## src/rtl/avm_pkg.sv

```systemverilog
// Package: widths, operation codes and seven-segment table of the averaging voltmeter.
package avm_pkg;

  localparam int SAMPLE_W     = 10;
  localparam int SEG_W        = 7;
  localparam int TENTHS_W     = 6;
  localparam int DIGIT_W      = 4;
  localparam int MEAN_DEFAULT = 4;
  localparam int SCALE_NUM    = 33;
  localparam int SCALE_DEN    = 1023;
  localparam int MAX_TENTHS   = 33;

  typedef enum logic {
    OP_SAMPLE  = 1'b0,
    OP_REFRESH = 1'b1
  } op_t;

  function automatic logic [SEG_W-1:0] seg_of(input logic [DIGIT_W-1:0] digit);
    logic [SEG_W-1:0] code;
    case (digit)
      4'd0:    code = 7'h77;
      4'd1:    code = 7'h41;
      4'd2:    code = 7'h3B;
      4'd3:    code = 7'h6B;
      4'd4:    code = 7'h4D;
      4'd5:    code = 7'h6E;
      4'd6:    code = 7'h7E;
      4'd7:    code = 7'h43;
      4'd8:    code = 7'h7F;
      4'd9:    code = 7'h6F;
      default: code = 7'h00;
    endcase
    return code;
  endfunction

endpackage

```

## src/rtl/avm_item_if.sv

```systemverilog
// Interfaces: input item channel and display result channel.
interface avm_item_if;
  import avm_pkg::*;
  logic                valid;
  logic                ready;
  op_t                 operation;
  logic [SAMPLE_W-1:0] sample;

  modport source (output valid, output operation, output sample, input ready);
  modport sink (input valid, input operation, input sample, output ready);
endinterface

interface avm_result_if;
  import avm_pkg::*;
  logic             valid;
  logic             ready;
  logic [SEG_W-1:0] segments;
  logic             point;
  logic             high_digit;

  modport source (output valid, output segments, output point, output high_digit, input ready);
  modport sink (input valid, input segments, input point, input high_digit, output ready);
endinterface

```

## src/rtl/adc_average_voltmeter_7seg_top.sv

```systemverilog
// Top level: sample averaging voltmeter driving a two-digit seven-segment display.
//
// Channel item carries one transaction per ADC sample (operation OP_SAMPLE) or per
// display refresh tick (operation OP_REFRESH). Channel result carries one transaction
// per refresh tick and none per sample: the segment pattern of one digit, its
// decimal point and the digit select. Digits alternate, units first (no point),
// then tens (point lit).
// Every SAMPLES_PER_MEAN samples the group mean is latched; refresh ticks show it
// in tenths of a volt, mean*33/1023 truncated.
// Throughput: one item per cycle when ready. Latency: a refresh result is valid
// the cycle after its item is taken; a group completed by a sample is visible
// to a refresh accepted in the next cycle. The result register decouples the
// sides: while a result waits, ready stays high if the receiver takes it in the
// same cycle, and drops only when the result register is full and not being taken.
// Reset (rst, synchronous): sum, sample count, latched mean and digit select clear,
// so the display shows 0.0 and the units digit comes first; no result is pending.
module adc_average_voltmeter_7seg_top #(
  parameter int SAMPLES_PER_MEAN = avm_pkg::MEAN_DEFAULT
) (
  input logic         clk,
  input logic         rst,
  avm_item_if.sink    item,
  avm_result_if.source result
);
  import avm_pkg::*;

  localparam int SUM_W    = SAMPLE_W + $clog2(SAMPLES_PER_MEAN);
  localparam int CNT_W    = (SAMPLES_PER_MEAN > 1) ? $clog2(SAMPLES_PER_MEAN) : 1;
  localparam int DIV_SH   = SUM_W + 5;
  localparam int RECIP_W  = DIV_SH + 1;
  localparam int PROD_W   = SUM_W + RECIP_W;
  localparam int SCALED_W = SAMPLE_W + 6;
  localparam logic [RECIP_W-1:0] RECIP =
    RECIP_W'(((64'd1 << DIV_SH) + 64'(SAMPLES_PER_MEAN) - 64'd1) / 64'(SAMPLES_PER_MEAN));
  localparam logic [CNT_W-1:0] LAST_CNT = CNT_W'(SAMPLES_PER_MEAN - 1);

  logic [SUM_W-1:0]    sum_acc;
  logic [SUM_W-1:0]    sum_next;
  logic [CNT_W-1:0]    sample_count;
  logic [SAMPLE_W-1:0] mean;
  logic [SAMPLE_W-1:0] mean_next;
  logic [PROD_W-1:0]   product;
  logic                digit_toggle;
  logic                accept;
  logic                is_refresh;
  logic                out_valid;
  logic [SEG_W-1:0]    out_segments;
  logic                out_high;

  logic [SCALED_W-1:0] scaled;
  logic [TENTHS_W-1:0] quot;
  logic [SAMPLE_W:0]   rem;
  logic [TENTHS_W-1:0] tenths;
  logic [TENTHS_W+6:0] tens_prod;
  logic [DIGIT_W-1:0]  tens;
  logic [DIGIT_W-1:0]  units;
  logic [SEG_W-1:0]    seg_next;

  assign item.ready  = !out_valid || result.ready;
  assign accept      = item.valid && item.ready;
  assign is_refresh  = (item.operation == OP_REFRESH);

  assign sum_next  = sum_acc + SUM_W'(item.sample);
  assign product   = PROD_W'(sum_next) * PROD_W'(RECIP);
  assign mean_next = product[DIV_SH +: SAMPLE_W];

  // scale by 33/1023: shift-add, then divide by 1024-1 with one correction
  assign scaled    = (SCALED_W'(mean) << 5) + SCALED_W'(mean);
  assign quot      = scaled[SCALED_W-1 -: TENTHS_W];
  assign rem       = {1'b0, scaled[SAMPLE_W-1:0]} + (SAMPLE_W+1)'(quot);
  assign tenths    = quot + TENTHS_W'(rem >= (SAMPLE_W+1)'(SCALE_DEN));
  assign tens_prod = (TENTHS_W+7)'(tenths) * (TENTHS_W+7)'(13);
  assign tens      = DIGIT_W'(tens_prod >> 7);
  assign units     = DIGIT_W'(tenths - TENTHS_W'(tens) * TENTHS_W'(10));
  assign seg_next  = digit_toggle ? seg_of(tens) : seg_of(units);

  always_ff @(posedge clk) begin
    if (rst) begin
      sum_acc      <= '0;
      sample_count <= '0;
      mean         <= '0;
      digit_toggle <= 1'b0;
    end else if (accept) begin
      if (is_refresh) begin
        digit_toggle <= !digit_toggle;
      end else if (sample_count == LAST_CNT) begin
        mean         <= mean_next;
        sum_acc      <= '0;
        sample_count <= '0;
      end else begin
        sum_acc      <= sum_next;
        sample_count <= sample_count + CNT_W'(1);
      end
    end
  end

  always_ff @(posedge clk) begin
    if (rst) begin
      out_valid <= 1'b0;
    end else begin
      out_valid <= (accept && is_refresh) || (out_valid && !result.ready);
    end
  end

  always_ff @(posedge clk) begin
    if (accept && is_refresh) begin
      out_segments <= seg_next;
      out_high     <= digit_toggle;
    end
  end

  assign result.valid      = out_valid;
  assign result.segments   = out_segments;
  assign result.point      = out_high;
  assign result.high_digit = out_high;

`ifndef ASSERT_OFF
  a_sample_no_result: assert property (@(posedge clk) disable iff (rst)
    (accept && !is_refresh && (!out_valid || result.ready)) |=> !result.valid)
    else $error("sample transaction produced a result");

  a_refresh_result: assert property (@(posedge clk) disable iff (rst)
    (accept && is_refresh) |=> (result.valid && result.high_digit == $past(digit_toggle)))
    else $error("refresh transaction lost or wrong digit");

  a_toggle_flip: assert property (@(posedge clk) disable iff (rst)
    (accept && is_refresh) |=> (digit_toggle != $past(digit_toggle)))
    else $error("digit select did not alternate");

  a_count_range: assert property (@(posedge clk) disable iff (rst)
    sample_count <= LAST_CNT)
    else $error("sample count overran group");

  a_tenths_range: assert property (@(posedge clk) disable iff (rst)
    tenths <= TENTHS_W'(MAX_TENTHS))
    else $error("scaled voltage out of range");
`endif

endmodule

```

## src/flat_wrapper.sv

```systemverilog
// flat-port wrapper written by rule: the top's interface ports become plain ports
module adc_average_voltmeter_7seg_top_flat import avm_pkg::*;
#(
  parameter int SAMPLES_PER_MEAN = avm_pkg::MEAN_DEFAULT
)
  (clk, rst, item_valid, item_operation, item_sample, item_ready, result_valid, result_segments, result_point, result_high_digit, result_ready);
  avm_item_if item_i ();
  avm_result_if result_i ();
  input logic clk;
  input logic rst;
  input wire logic [$bits(item_i.valid)-1:0] item_valid;
  input wire logic [$bits(item_i.operation)-1:0] item_operation;
  input wire logic [$bits(item_i.sample)-1:0] item_sample;
  output wire logic [$bits(item_i.ready)-1:0] item_ready;
  output wire logic [$bits(result_i.valid)-1:0] result_valid;
  output wire logic [$bits(result_i.segments)-1:0] result_segments;
  output wire logic [$bits(result_i.point)-1:0] result_point;
  output wire logic [$bits(result_i.high_digit)-1:0] result_high_digit;
  input wire logic [$bits(result_i.ready)-1:0] result_ready;
  assign item_i.valid = item_valid;
  assign item_i.operation = item_operation;
  assign item_i.sample = item_sample;
  assign item_ready = item_i.ready;
  assign result_valid = result_i.valid;
  assign result_segments = result_i.segments;
  assign result_point = result_i.point;
  assign result_high_digit = result_i.high_digit;
  assign result_i.ready = result_ready;
  adc_average_voltmeter_7seg_top #(.SAMPLES_PER_MEAN(SAMPLES_PER_MEAN)) u_core (.clk(clk), .rst(rst), .item(item_i), .result(result_i));
endmodule
```

## config.mk

```make
export PLATFORM = sky130hd
export DESIGN_NAME = adc_average_voltmeter_7seg_top_flat
export DESIGN_NICKNAME = d
export VERILOG_FILES = /design/src/rtl/avm_pkg.sv /design/src/rtl/avm_item_if.sv /design/src/rtl/adc_average_voltmeter_7seg_top.sv /design/src/flat_wrapper.sv
export SDC_FILE = /design/constraint.sdc
export NUM_CORES = 1
export LEC_CHECK = 0
export BUFFER_PORTS_ARGS = -buffer_cell sky130_fd_sc_hd__buf_4
export CAP_MARGIN = 0
export CORE_ASPECT_RATIO = 0.75
export CORE_MARGIN = 2
export CORE_UTILIZATION = 25
export DETAILED_ROUTE_END_ITERATION = 16
export SKIP_CTS_REPAIR_TIMING = 1
export SYNTH_ARGS = -nofsm -noshare
export SYNTH_HDL_FRONTEND = slang
export SYNTH_SLANG_ARGS = --single-unit
```

## constraint.sdc

```tcl
create_clock -name clk -period 8.7 [get_ports clk]
set_clock_uncertainty 0.1 [all_clocks]
set_input_delay 0.87 -clock clk [delete_from_list [all_inputs] [get_ports clk]]
set_output_delay 0.87 -clock clk [all_outputs]
set_load 0.02 [all_outputs]
```

==> results.txt, run 1 <==
The number of endpoints with negative hold slack in the final report came out at 0. After floorplanning, the core was sized to cover 12400 sq um. The clock edge transition at the registers on the reported setup and hold paths came out at 50 ps. The measured slew at the worst slew-check pin is 754 ps. The clock tree synthesis step divided the H-tree into 2 levels.

For this design, the slowest cell found on the critical path is sky130_fd_sc_hd__fa_1. The most frequently used flop master after synthesis is sky130_fd_sc_hd__dfxtp_1. The instance count after placement with tap cells included is 542. The first global-routing pass estimated 12.3 mm of wire. The number of antenna diodes in the final layout is 0. The top-level I/O count came out at 26. The count of vias placed by the detailed router came out at 2648. The number of instances in the synthesized netlist is 361. The worst setup slack before clock tree synthesis came out at -7.42 ps. The tool flagged a number of max-cap violations equal to 0. The peak supply drop came out at 0.0000819 V. The clock period minus worst slack is 8330 ps. The total CTS buffers came out at 5. The root buffer cell chosen for the clock tree is sky130_fd_sc_hd__clkbuf_16. The final-report setup violation count is 0. The number of warnings issued by yosys came out at 0.

The post-detailed-placement half-perimeter wirelength is 5.47 mm. Before antenna repair, the detailed router went through 4 iterations. The library cell appearing most often on the critical path is sky130_fd_sc_hd__inv_1. The flow ran to the end, and the final reports show no timing, DRC or antenna violations. The effective utilization at floorplan is 25.8%.

The register bit total from synthesis came out at 34. The arrival time at the worst endpoint came out at 8360 ps. The clock latency on the worst-skew pair came out at 270 ps. Once routing completed, OpenROAD measured the worst setup slack at 369 ps. In the routed design, unresolved DRC markers number 0. The remaining number of nets flagged by the antenna check after routing is 0. The number of antenna violations at the first check in global routing is 0.

Entering global routing, the biggest net connects 28 pins. The global-route total usage across every layer came out at 10.8%. The total routed wirelength is 7.23 mm. The number of fill cells came out at 1298. The worst setup path is launched from a flip-flop.

The number of synthesized flops with an enable pin is 8. Dividing the detail-routed via count by the number of cells gives 4.75. The power density of the placed cells is 102 nW/um^2.

The number of buffers between clock root and the deepest sink came out at 2. Compared with the post-synthesis result, the final layout area differs by 19.9%. The number of DRC markers after the initial detailed-route iteration came out at 94. The leakage power total came out at 1.71 nW. The total nets after synthesis came out at 432. The final cell count without fillers is 558.

The worst hold slack is 359 ps. The netlist area before placement came out at 3190 sq um. Based on the critical path, the design can be clocked at up to 120 MHz. The die outline height came out at 102 microns. The number of distinct library cells after synthesis came out at 64.

In this run the tightest slew margin relative to its limit is 49.5%. The overflow left after global routing came out at 0. From left edge to right edge, the die measures 134 microns. The proportion of synthesized chip area in sequential cells is 23.8%.

The share of the clock period used by the worst path after layout is 95.8%. The peak per-stage delay on the critical path is 540 ps. The path class of the tightest hold or removal check is flip-flop to flip-flop. The mean instance size in the synthesized netlist is 8.85 sq um. The worst setup path is of the flip-flop to flip-flop kind. The number of placement rows came out at 35.

The async set-or-reset flop fraction in the synthesized netlist came out at 0%. The share of final-layout standard cells stronger than drive strength 1 is 21.2%. The number of sinks driven by the clock tree is 34. The number of buffers added on ports is 25. The wire length per cell came out at 13.0 microns.

The required time of the critical path is 8730 ps. The number of pins with negative max-slew slack in the final report is 0. In this run the worst path has a maximum fanout of 4. The final weighted congestion in routability-driven placement came out at 0.907. The number of global-route vias before repair is 2538.

The floorplan step defined a die boundary enclosing 13700 sq um. The critical path endpoint category is a flip-flop. For this run, the post-layout net count is 462. The CTS tree is yes.
==> cell families after synthesis <==
logic type,Yosys count,share of synthesized area [%]
xor+xnor,28,8.50
mux,5,1.80
buf+inv,39,5.21
flops,34,23.8
compound gates,85,18.9
simple gates,114,18.4
fa+ha+maj,56,23.4
==> synth_stat cells, drive strengths merged (5+ instances only) <==
library cell	instances	area, sq um
a211oi	5	52.6
fa	6	120
o21ai	12	63.8
a21oi	29	149
xor2	9	78.8
a22oi	7	52.6
nand3	10	50.1
clkbuf	7	26.3
nand2	31	116
nor2	30	115
dfxtp	26	521
nor2b	5	31.3
inv	26	97.6
ha	50	626
edfxtp	8	240
xnor2	19	193
buf	6	42.5
nor3	10	72.6
nand2b	5	31.3
a21o	5	37.5
==> where the power goes <==
| part | switching, W | leakage [nW] | total, W | internal, W |
|---|---|---|---|---|
| Clock | 0.0000633 | 0.0663 | 0.000166 | 0.000103 |
| Sequential | 0.00000498 | 0.270 | 0.000172 | 0.000167 |
| Combinational | 0.0000288 | 1.37 | 0.0000524 | 0.0000235 |
| Total | 0.0000971 | 1.71 | 0.000390 | 0.000293 |
==> through the flow <==
step	cell area [sq um]	setup TNS [ps]	utilization [%]	total power, W
2_1_floorplan	3190	0	-	0.000212
3_3_place_gp	3540	0	28.6	0.000226
3_5_place_dp	3540	-10.9	28.6	0.000227
4_1_cts	3680	-76.8	29.7	0.000395
5_1_grt	3830	-88.5	30.9	0.000409
6_report	3830	0	30.9	0.000390
==> cells in the final DEF, fill, tap and decap left out, types with 5 or more instances in the layout <==
cell,n
sky130_fd_sc_hd__a21o_1,5
sky130_fd_sc_hd__a21oi_1,27
sky130_fd_sc_hd__a22oi_1,7
sky130_fd_sc_hd__buf_4,36
sky130_fd_sc_hd__clkbuf_16,5
sky130_fd_sc_hd__dfxtp_1,23
sky130_fd_sc_hd__edfxtp_1,8
sky130_fd_sc_hd__ha_1,46
sky130_fd_sc_hd__inv_1,25
sky130_fd_sc_hd__nand2_1,31
sky130_fd_sc_hd__nand2b_1,5
sky130_fd_sc_hd__nand3_1,10
sky130_fd_sc_hd__nor2_1,28
sky130_fd_sc_hd__nor3_1,7
sky130_fd_sc_hd__o21ai_0,9
sky130_fd_sc_hd__xnor2_1,16
sky130_fd_sc_hd__xor2_1,8
==> sequential cells by signal, summed over array words and instances, names as in the netlist <==
name and count:
u_core.result.segments 7, u_core.mean 10, u_core.result.high_digit 1, u_core.sample_count 2, u_core.digit_toggle 1, u_core.sum_acc 12
u_core.result.valid 1
==> layout make-up <==
class	count	area, sq um	area share (%)
multi-input cells	288	2350	61.4
flip-flops and latches	34	764	20.0
repair buffers	36	270	7.06
well taps	166	208	5.43
clock buffers	5	125	3.27
inverters	26	97.6	2.55
clock inverters	3	11.3	0.294
==> routing by layer <==
layer  global-route usage [%]  part of all wire (%)  up-vias
li1                         -                     -     1348
met1                     16.1                    53     1249
met2                     16.7                    43       49
met3                     2.08                   3.6        2
met4                     1.38                  0.19        0
met5                        0                     0        -
==> final timing paths <==
kind / start / cells after the start / to / slack, ps
max: u_core.mean[0]$_SDFFE_PP0P_ / 37 / u_core.result.segments[3]$_DFFE_PP_ / 370
min: u_core.sample_count[1]$_SDFFE_PP0P_ / 2 / u_core.sample_count[1]$_SDFFE_PP0P_ / 360
max reg2reg: u_core.mean[0]$_SDFFE_PP0P_ / 37 / u_core.result.segments[3]$_DFFE_PP_ / 370
min reg2reg: u_core.sample_count[1]$_SDFFE_PP0P_ / 2 / u_core.sample_count[1]$_SDFFE_PP0P_ / 360
==> worst max-delay path: cells and delay by family, from the launching register on <==
family	cells	cell delay (ps)
adders and majority gates	8	2730
and+or+nand+nor	10	1910
xor gates and xnor gates	6	1150
AOI/OAI and AO/OA	6	1070
buffers and inverters	6	540
DFF	1	350
muxes	1	300
Note: power is estimated with default switching activity, not from simulation.
==> inputs of run 2 (changes only) <==
--- a/config.mk
+++ b/config.mk
@@ -8,8 +8,9 @@
 export BUFFER_PORTS_ARGS = -buffer_cell sky130_fd_sc_hd__buf_4
 export CAP_MARGIN = 0
 export CORE_ASPECT_RATIO = 0.75
-export CORE_MARGIN = 2
+export CORE_MARGIN = 1.5
 export CORE_UTILIZATION = 25
+export CTS_BUF_LIST = sky130_fd_sc_hd__clkbuf_4 sky130_fd_sc_hd__clkbuf_8 sky130_fd_sc_hd__clkbuf_16
 export DETAILED_ROUTE_END_ITERATION = 16
 export SKIP_CTS_REPAIR_TIMING = 1
 export SYNTH_ARGS = -nofsm -noshare
==> results.txt, run 2 (same netlist as run 1, synthesis figures left out) <==
The run finished with clean final reports. The number of placement rows is 35 (unchanged). The top-level I/O count came out at 26 (unchanged). STA classifies the critical path endpoint as a flip-flop. The layout net count came out at 461 (-0.22%). The number of endpoints with negative hold slack in the final report came to 0 (unchanged).

The final weighted congestion in routability-driven placement came out at 0.872 (-3.8%). The worst hold path class is flip-flop to flip-flop. The number of sinks driven by the clock tree is 34 (unchanged).

The largest individual stage delay along the critical path comes from the cell sky130_fd_sc_hd__fa_1. The start-to-end type of the worst setup path is flip-flop to flip-flop. Among the stages of the critical path, the cell type that occurs most often is sky130_fd_sc_hd__inv_1. The clock period minus worst slack is 8280 ps (-56.0 ps). The die outline height was 101 microns (-0.98%).

The worst-path maximum fanout was 5 (+1). The leakage power total came out at 1.73 nW (+1.1%). The global-route total usage across every layer is 11.1% (+0.25 points).

The number of global-route vias before repair is 2521 (-0.67%). TritonCTS built the clock tree. The clock edge transition at the registers on the reported setup and hold paths came out at 60 ps (about the same). The number of pins with negative max-slew slack in the final report came out at 0 (unchanged). The peak supply drop is 0.0000688 V (-16%).

The post-detailed-placement half-perimeter wirelength came out at 5.61 mm (+2.6%). The final cell count without fillers came out at 557 (-0.18%). The number of antenna violations at the first check in global routing was 0 (unchanged). The number of buffers added on ports came to 25 (unchanged). The count of maximum capacitance violations is 0 (unchanged). The antenna diode instance count is 0 (unchanged).

The tightest slew margin relative to the limit came out at 48.5% (-0.99 points). u_core.sum_acc holds more flip-flops than any other register. The wire length per cell is 13.1 microns (+0.94%).

The worst setup path is launched from a flip-flop. The number of H-tree levels came to 2 (unchanged). The root buffer cell is sky130_fd_sc_hd__clkbuf_16. The layout overhead on the synthesized area is 20.9%. The total CTS buffers was 5 (unchanged).

The wire length of the first global-routing pass is 12.1 mm (-1.1%). The routed via count divided by cell count is 4.69 (-1.2%). The number of flip-flops in the largest register is 12 (unchanged). The total routed wirelength came out at 7.29 mm (+0.76%). The placeable core region came out at 12300 sq um (-0.35%). The number of DRC markers after the initial detailed-route iteration is 98 (+4.3%).

The fraction of the core area covered by cells at the end of the flow was 31.3% (+0.38 points). The library cell used most frequently in the layout, excluding fill and tap cells, is sky130_fd_sc_hd__ha_1. The count of vias placed by the detailed router is 2611 (-1.4%). The detailed-routing iteration count for the pre-antenna-repair pass is 4 (unchanged). The effective utilization at floorplan was 25.9% (+0.091 points). The final-report setup violation count came to 0 (unchanged). The overflow left after global routing is 0 (unchanged). The clock latency on the worst-skew pair is 280 ps (about the same). The highest attainable clock frequency was 121 MHz (+0.68%). The final total negative setup slack is 0 ps (unchanged).

The instance count after placement with tap cells included is 543 (+0.18%). The power density of the placed cells is 113 nW/um^2 (+11%). The share of the clock period used by the worst path after layout was 95.1% (-0.64 points). The measured slew at the worst slew-check pin came to 769 ps (+14.8 ps). The remaining number of nets flagged by the antenna check after routing is 0 (unchanged). The width of the die is 133 microns (-0.74%). The number of DRC violations after detailed routing came to 0 (unchanged). The number of buffers between clock root and the deepest sink came to 2 (unchanged). The largest net degree at the start of global routing is 28 (unchanged). Leaving out fill and tap cells, the most frequent cells in the layout are sky130_fd_sc_hd__ha_1, sky130_fd_sc_hd__buf_4, sky130_fd_sc_hd__nand2_1, sky130_fd_sc_hd__nor2_1, sky130_fd_sc_hd__a21oi_1. The area of the die was 13500 sq um (-1.7%). The required time of the critical path is 8600 ps (-130 ps). The share of final-layout standard cells stronger than drive strength 1 is 21.7% (+0.57 points). The peak per-stage delay on the critical path came out at 520 ps (-20 ps). The arrival time at the worst endpoint is 8180 ps (-180 ps).
[run 2: cell count changes in the layout (fill, tap and decap cells not counted), sizes merged]
cell,delta
buf,-1
bufinv,+1
clkbuf,+2
clkinv,-3
[run 2: layer usage]
metal / share of wire [%] / track usage [%] / vias to the layer above / routed length [microns]
li1: - / - / 1342 / -
met1: 52 / 16.2 / 1206 / 3770
met2: 42 / 16.8 / 59 / 3060
met3: 6.0 / 2.61 / 4 / 437
met4: 0.30 / 1.42 / 0 / 22
met5: 0 / 0 / - / 0
[run 2: worst max-delay path: cells and delay by family, from the launching register on]
kind | cells | cell delay, ps
adders and majority gates | 8 | 2760
and+or+nand+nor | 11 | 2190
xor gates and xnor gates | 6 | 1130
DFF | 1 | 350
buffers and inverters | 5 | 370
AOI/OAI and AO/OA | 6 | 1080
[run 2: cell type report]
class / count / area [sq um]
clock inverter: 1 / 30.0
inverter: 26 / 97.6
sequential: 34 / 763
clock buffer: 7 / 146
multi-input combinational: 288 / 2350
fill: 1313 / 8490
tap: 166 / 208
timing repair buffer: 35 / 263
[run 2: path summary, 6_finish.rpt]
path              slack (ps)  depth (start not counted)                                 from                                   to
setup / recovery         420                         36          u_core.mean[5]$_SDFFE_PP0P_  u_core.result.segments[0]$_DFFE_PP_
hold / removal           370                          2  u_core.sample_count[1]$_SDFFE_PP0P_  u_core.sample_count[1]$_SDFFE_PP0P_
setup reg to reg         420                         36          u_core.mean[5]$_SDFFE_PP0P_  u_core.result.segments[0]$_DFFE_PP_
hold reg to reg          370                          2  u_core.sample_count[1]$_SDFFE_PP0P_  u_core.sample_count[1]$_SDFFE_PP0P_
[run 2: per-stage QoR]
stage | hold slack, ps | worst slack (ps) | cell area [sq um] | total power (W)
floorplan | 340 | 552 | 3190 | 0.000212
global placement | 346 | 310 | 3550 | 0.000225
detailed placement | 365 | 26.7 | 3550 | 0.000226
CTS | 373 | -11.3 | 3730 | 0.000440
global route | 405 | -60.9 | 3860 | 0.000456
finish | 368 | 425 | 3860 | 0.000436
[run 2: power by group]
part | switching [W] | total (W) | internal, W
logic | 0.0000285 | 0.0000518 | 0.0000233
clock network | 0.0000670 | 0.000213 | 0.000146
registers | 0.00000465 | 0.000171 | 0.000167
==> inputs of run 3 (changes only) <==
--- a/config.mk
+++ b/config.mk
@@ -5,13 +5,14 @@
 export SDC_FILE = /design/constraint.sdc
 export NUM_CORES = 1
 export LEC_CHECK = 0
-export BUFFER_PORTS_ARGS = -buffer_cell sky130_fd_sc_hd__buf_4
 export CAP_MARGIN = 0
 export CORE_ASPECT_RATIO = 0.75
-export CORE_MARGIN = 1.5
+export CORE_MARGIN = 2
 export CORE_UTILIZATION = 25
 export CTS_BUF_LIST = sky130_fd_sc_hd__clkbuf_4 sky130_fd_sc_hd__clkbuf_8 sky130_fd_sc_hd__clkbuf_16
 export DETAILED_ROUTE_END_ITERATION = 16
+export DONT_BUFFER_PORTS = 1
+export HOLD_SLACK_MARGIN = 0.05
 export SKIP_CTS_REPAIR_TIMING = 1
 export SYNTH_ARGS = -nofsm -noshare
 export SYNTH_HDL_FRONTEND = slang
==> results.txt, run 3 (same netlist as run 1, synthesis figures left out) <==
The clock edge transition at the registers on the reported setup and hold paths came out at 60 ps (about the same). The final cell count without fillers came to 536 (-3.8%). The final total negative setup slack came out at 0 ps (unchanged). Leaving out fill and tap cells, the most frequent cell in the layout is sky130_fd_sc_hd__ha_1. The number of buffers between clock root and the deepest sink came out at 2 (unchanged). The required time of the critical path is 8600 ps (about the same). The number of sinks driven by the clock tree came out at 34 (unchanged). The number of endpoints with negative hold slack in the final report was 0 (unchanged).

The remaining number of nets flagged by the antenna check after routing is 0 (unchanged). The share of final-layout standard cells stronger than drive strength 1 is 18.4% (-3.4 points). The number of flip-flops in the largest register is 12 (unchanged).

The layout net count is 440 (-4.6%). In this run the clock root is driven by a sky130_fd_sc_hd__clkbuf_16. The global-route total usage across every layer is 10.9% (-0.18 points).

The final weighted congestion in routability-driven placement is 0.862 (-1.2%). The total CTS buffers is 5 (unchanged). The worst hold slack is 375 ps (+7.07 ps). The power after layout is 0.000395 W (-9.5%). The number of DRC markers after the initial detailed-route iteration came out at 138 (+41%). The top cell types in the final layout, fill and taps aside, are sky130_fd_sc_hd__ha_1, sky130_fd_sc_hd__nand2_1, sky130_fd_sc_hd__nor2_1, sky130_fd_sc_hd__a21oi_1, sky130_fd_sc_hd__inv_1.

The critical path endpoint category is a flip-flop. The overflow left after global routing came to 0 (unchanged). The antenna diode instance count came out at 0 (unchanged). The peak per-stage delay on the critical path came to 530 ps (about the same).

The instance count after placement with tap cells included came to 518 (-4.6%). The detailed-routing iteration count for the pre-antenna-repair pass came to 7 (+3). The startpoint of the tightest hold check path is u_core.sample_count[1]$_SDFFE_PP0P_. The run finished with clean final reports.

The final-report setup violation count is 0 (unchanged). The count of maximum capacitance violations is 0 (unchanged). The worst reg-to-reg setup slack came out at 370 ps (-60 ps). The smallest setup slack after layout is 369 ps (-55.2 ps). STA classifies the critical path startpoint as a flip-flop. The post-detailed-placement half-perimeter wirelength came out at 5.55 mm (-1.1%).

The startpoint identified for the worst register-to-register timing path is u_core.mean[0]$_SDFFE_PP0P_. The wire length per cell is 14.0 microns (+6.8%). The power density of the placed cells came to 106 nW/um^2 (-5.9%). The path class of the tightest hold or removal check is flip-flop to flip-flop. The top-level I/O count is 26 (unchanged).

The leakage power total is 1.63 nW (-5.6%). The worst reg2reg path depth is 36 (unchanged). The gate family responsible for the most delay along the worst path is adder cells. The number of buffer and inverter stages on the critical path came out at 5 (unchanged).

The number of antenna violations at the first check in global routing is 0 (unchanged). The end point of the worst hold path is u_core.sample_count[1]$_SDFFE_PP0P_. The wire length of the first global-routing pass is 12.2 mm (+0.85%).

The width of the die is 134 microns (+0.75%). The highest attainable clock frequency came to 120 MHz (-0.66%). The number of DRC violations after detailed routing is 0 (unchanged). The number of pins with negative max-slew slack in the final report came out at 0 (unchanged). The number of global-route vias before repair came out at 2504 (-0.67%).

The placeable core region is 12400 sq um (+0.35%). The worst-path maximum fanout is 5 (unchanged). The worst setup slack before clock tree synthesis came out at -129 ps (-156 ps). The number of H-tree levels came out at 2 (unchanged). The peak supply drop is 0.000111 V (+61%). On the critical path, the stage with the largest delay is an instance of sky130_fd_sc_hd__fa_1. The routed via count divided by cell count came out at 4.84 (+3.3%). The tightest slew margin relative to the limit is 49.8% (+1.3 points). The arrival time at the worst endpoint was 8230 ps (+50 ps). The clock latency on the worst-skew pair came to 280 ps (about the same).

The layout overhead on the synthesized area came out at 16.2%. The number of placement rows is 35 (unchanged). The die outline height is 102 microns (+0.99%). The clock period minus worst slack came out at 8330 ps (+55.2 ps). TritonCTS built the clock tree. The largest net degree at the start of global routing came to 28 (unchanged).

The effective utilization at floorplan came out at 25.8% (-0.091 points). The share of the clock period used by the worst path after layout is 95.8% (+0.63 points). The start-to-end type of the worst setup path is flip-flop to flip-flop. The cell count of the worst hold path came out at 2 (unchanged). The area of the die is 13700 sq um (+1.7%). The worst register-to-register path ends at u_core.result.segments[1]$_DFFE_PP_. The total routed wirelength came out at 7.49 mm (+2.8%).

The number of buffers added on ports is 0 (-100%). More flip-flops sit in one register than any other, and that register is u_core.sum_acc. The measured slew at the worst slew-check pin is 750 ps (-19.2 ps). The count of vias placed by the detailed router came out at 2596 (-0.57%).
run 3: cell count changes in the layout (fill, tap and decap cells not counted), sizes merged:
cell,previous run,this run
buf,35,14
clkinv,0,2
bufinv,1,0
clkbuf,7,6
run 3: tightest hold or removal path, stage by stage (launching register included):
cell	delay, ps
sky130_fd_sc_hd__dfxtp_1	320
sky130_fd_sc_hd__nand2_1	50
sky130_fd_sc_hd__a21oi_1	60
run 3: layout make-up:
class	instances	area, sq um
fill	1281	8680
multi-input combinational	288	2370
sequential	34	768
tap	166	208
clock buffer	6	133
timing repair buffer	14	118
inverter	26	97.6
clock inverter	2	13.8
run 3: layer usage:
| metal | vias to the layer above | routed length [microns] | part of all wire (%) | GRT usage (%) |
|---|---|---|---|---|
| met5 | - | 0 | 0 | 0 |
| met1 | 1229 | 3660 | 49 | 15.8 |
| li1 | 1304 | - | - | - |
| met2 | 58 | 3410 | 46 | 16.9 |
| met4 | 0 | 43 | 0.57 | 1.94 |
| met3 | 5 | 373 | 5.0 | 2.23 |
run 3: how the worst max path moves through the flow:
stage,from,depth (start not counted),slack (ps),endpoint
final,u_core.mean[0]$_SDFFE_PP0P_,36,370,u_core.result.segments[1]$_DFFE_PP_
after global routing,u_core.mean[6]$_SDFFE_PP0P_,35,-110,u_core.result.segments[5]$_DFFE_PP_
after CTS,u_core.mean[0]$_SDFFE_PP0P_,36,-210,u_core.result.segments[6]$_DFFE_PP_
after detailed placement,u_core.mean[0]$_SDFFE_PP0P_,36,-130,u_core.result.segments[6]$_DFFE_PP_
after global placement,u_core.mean[0]$_SDFFE_PP0P_,36,170,u_core.result.segments[5]$_DFFE_PP_
after floorplan,u_core.mean[0]$_SDFFE_PP0P_,36,550,u_core.result.segments[6]$_DFFE_PP_
run 3: through the flow:
| stage | utilization, % | cell area [sq um] |
|---|---|---|
| floorplan | - | 3190 |
| global placement | 27.1 | 3360 |
| detailed placement | 27.1 | 3360 |
| CTS | 28.3 | 3510 |
| global route | 29.9 | 3710 |
| finish | 29.9 | 3710 |
run 3: power by group:
group,internal (W),leakage [nW],switching [W]
Sequential,0.000166,0.270,0.00000621
Clock,0.000109,0.0742,0.0000694
Combinational,0.0000183,1.29,0.0000251
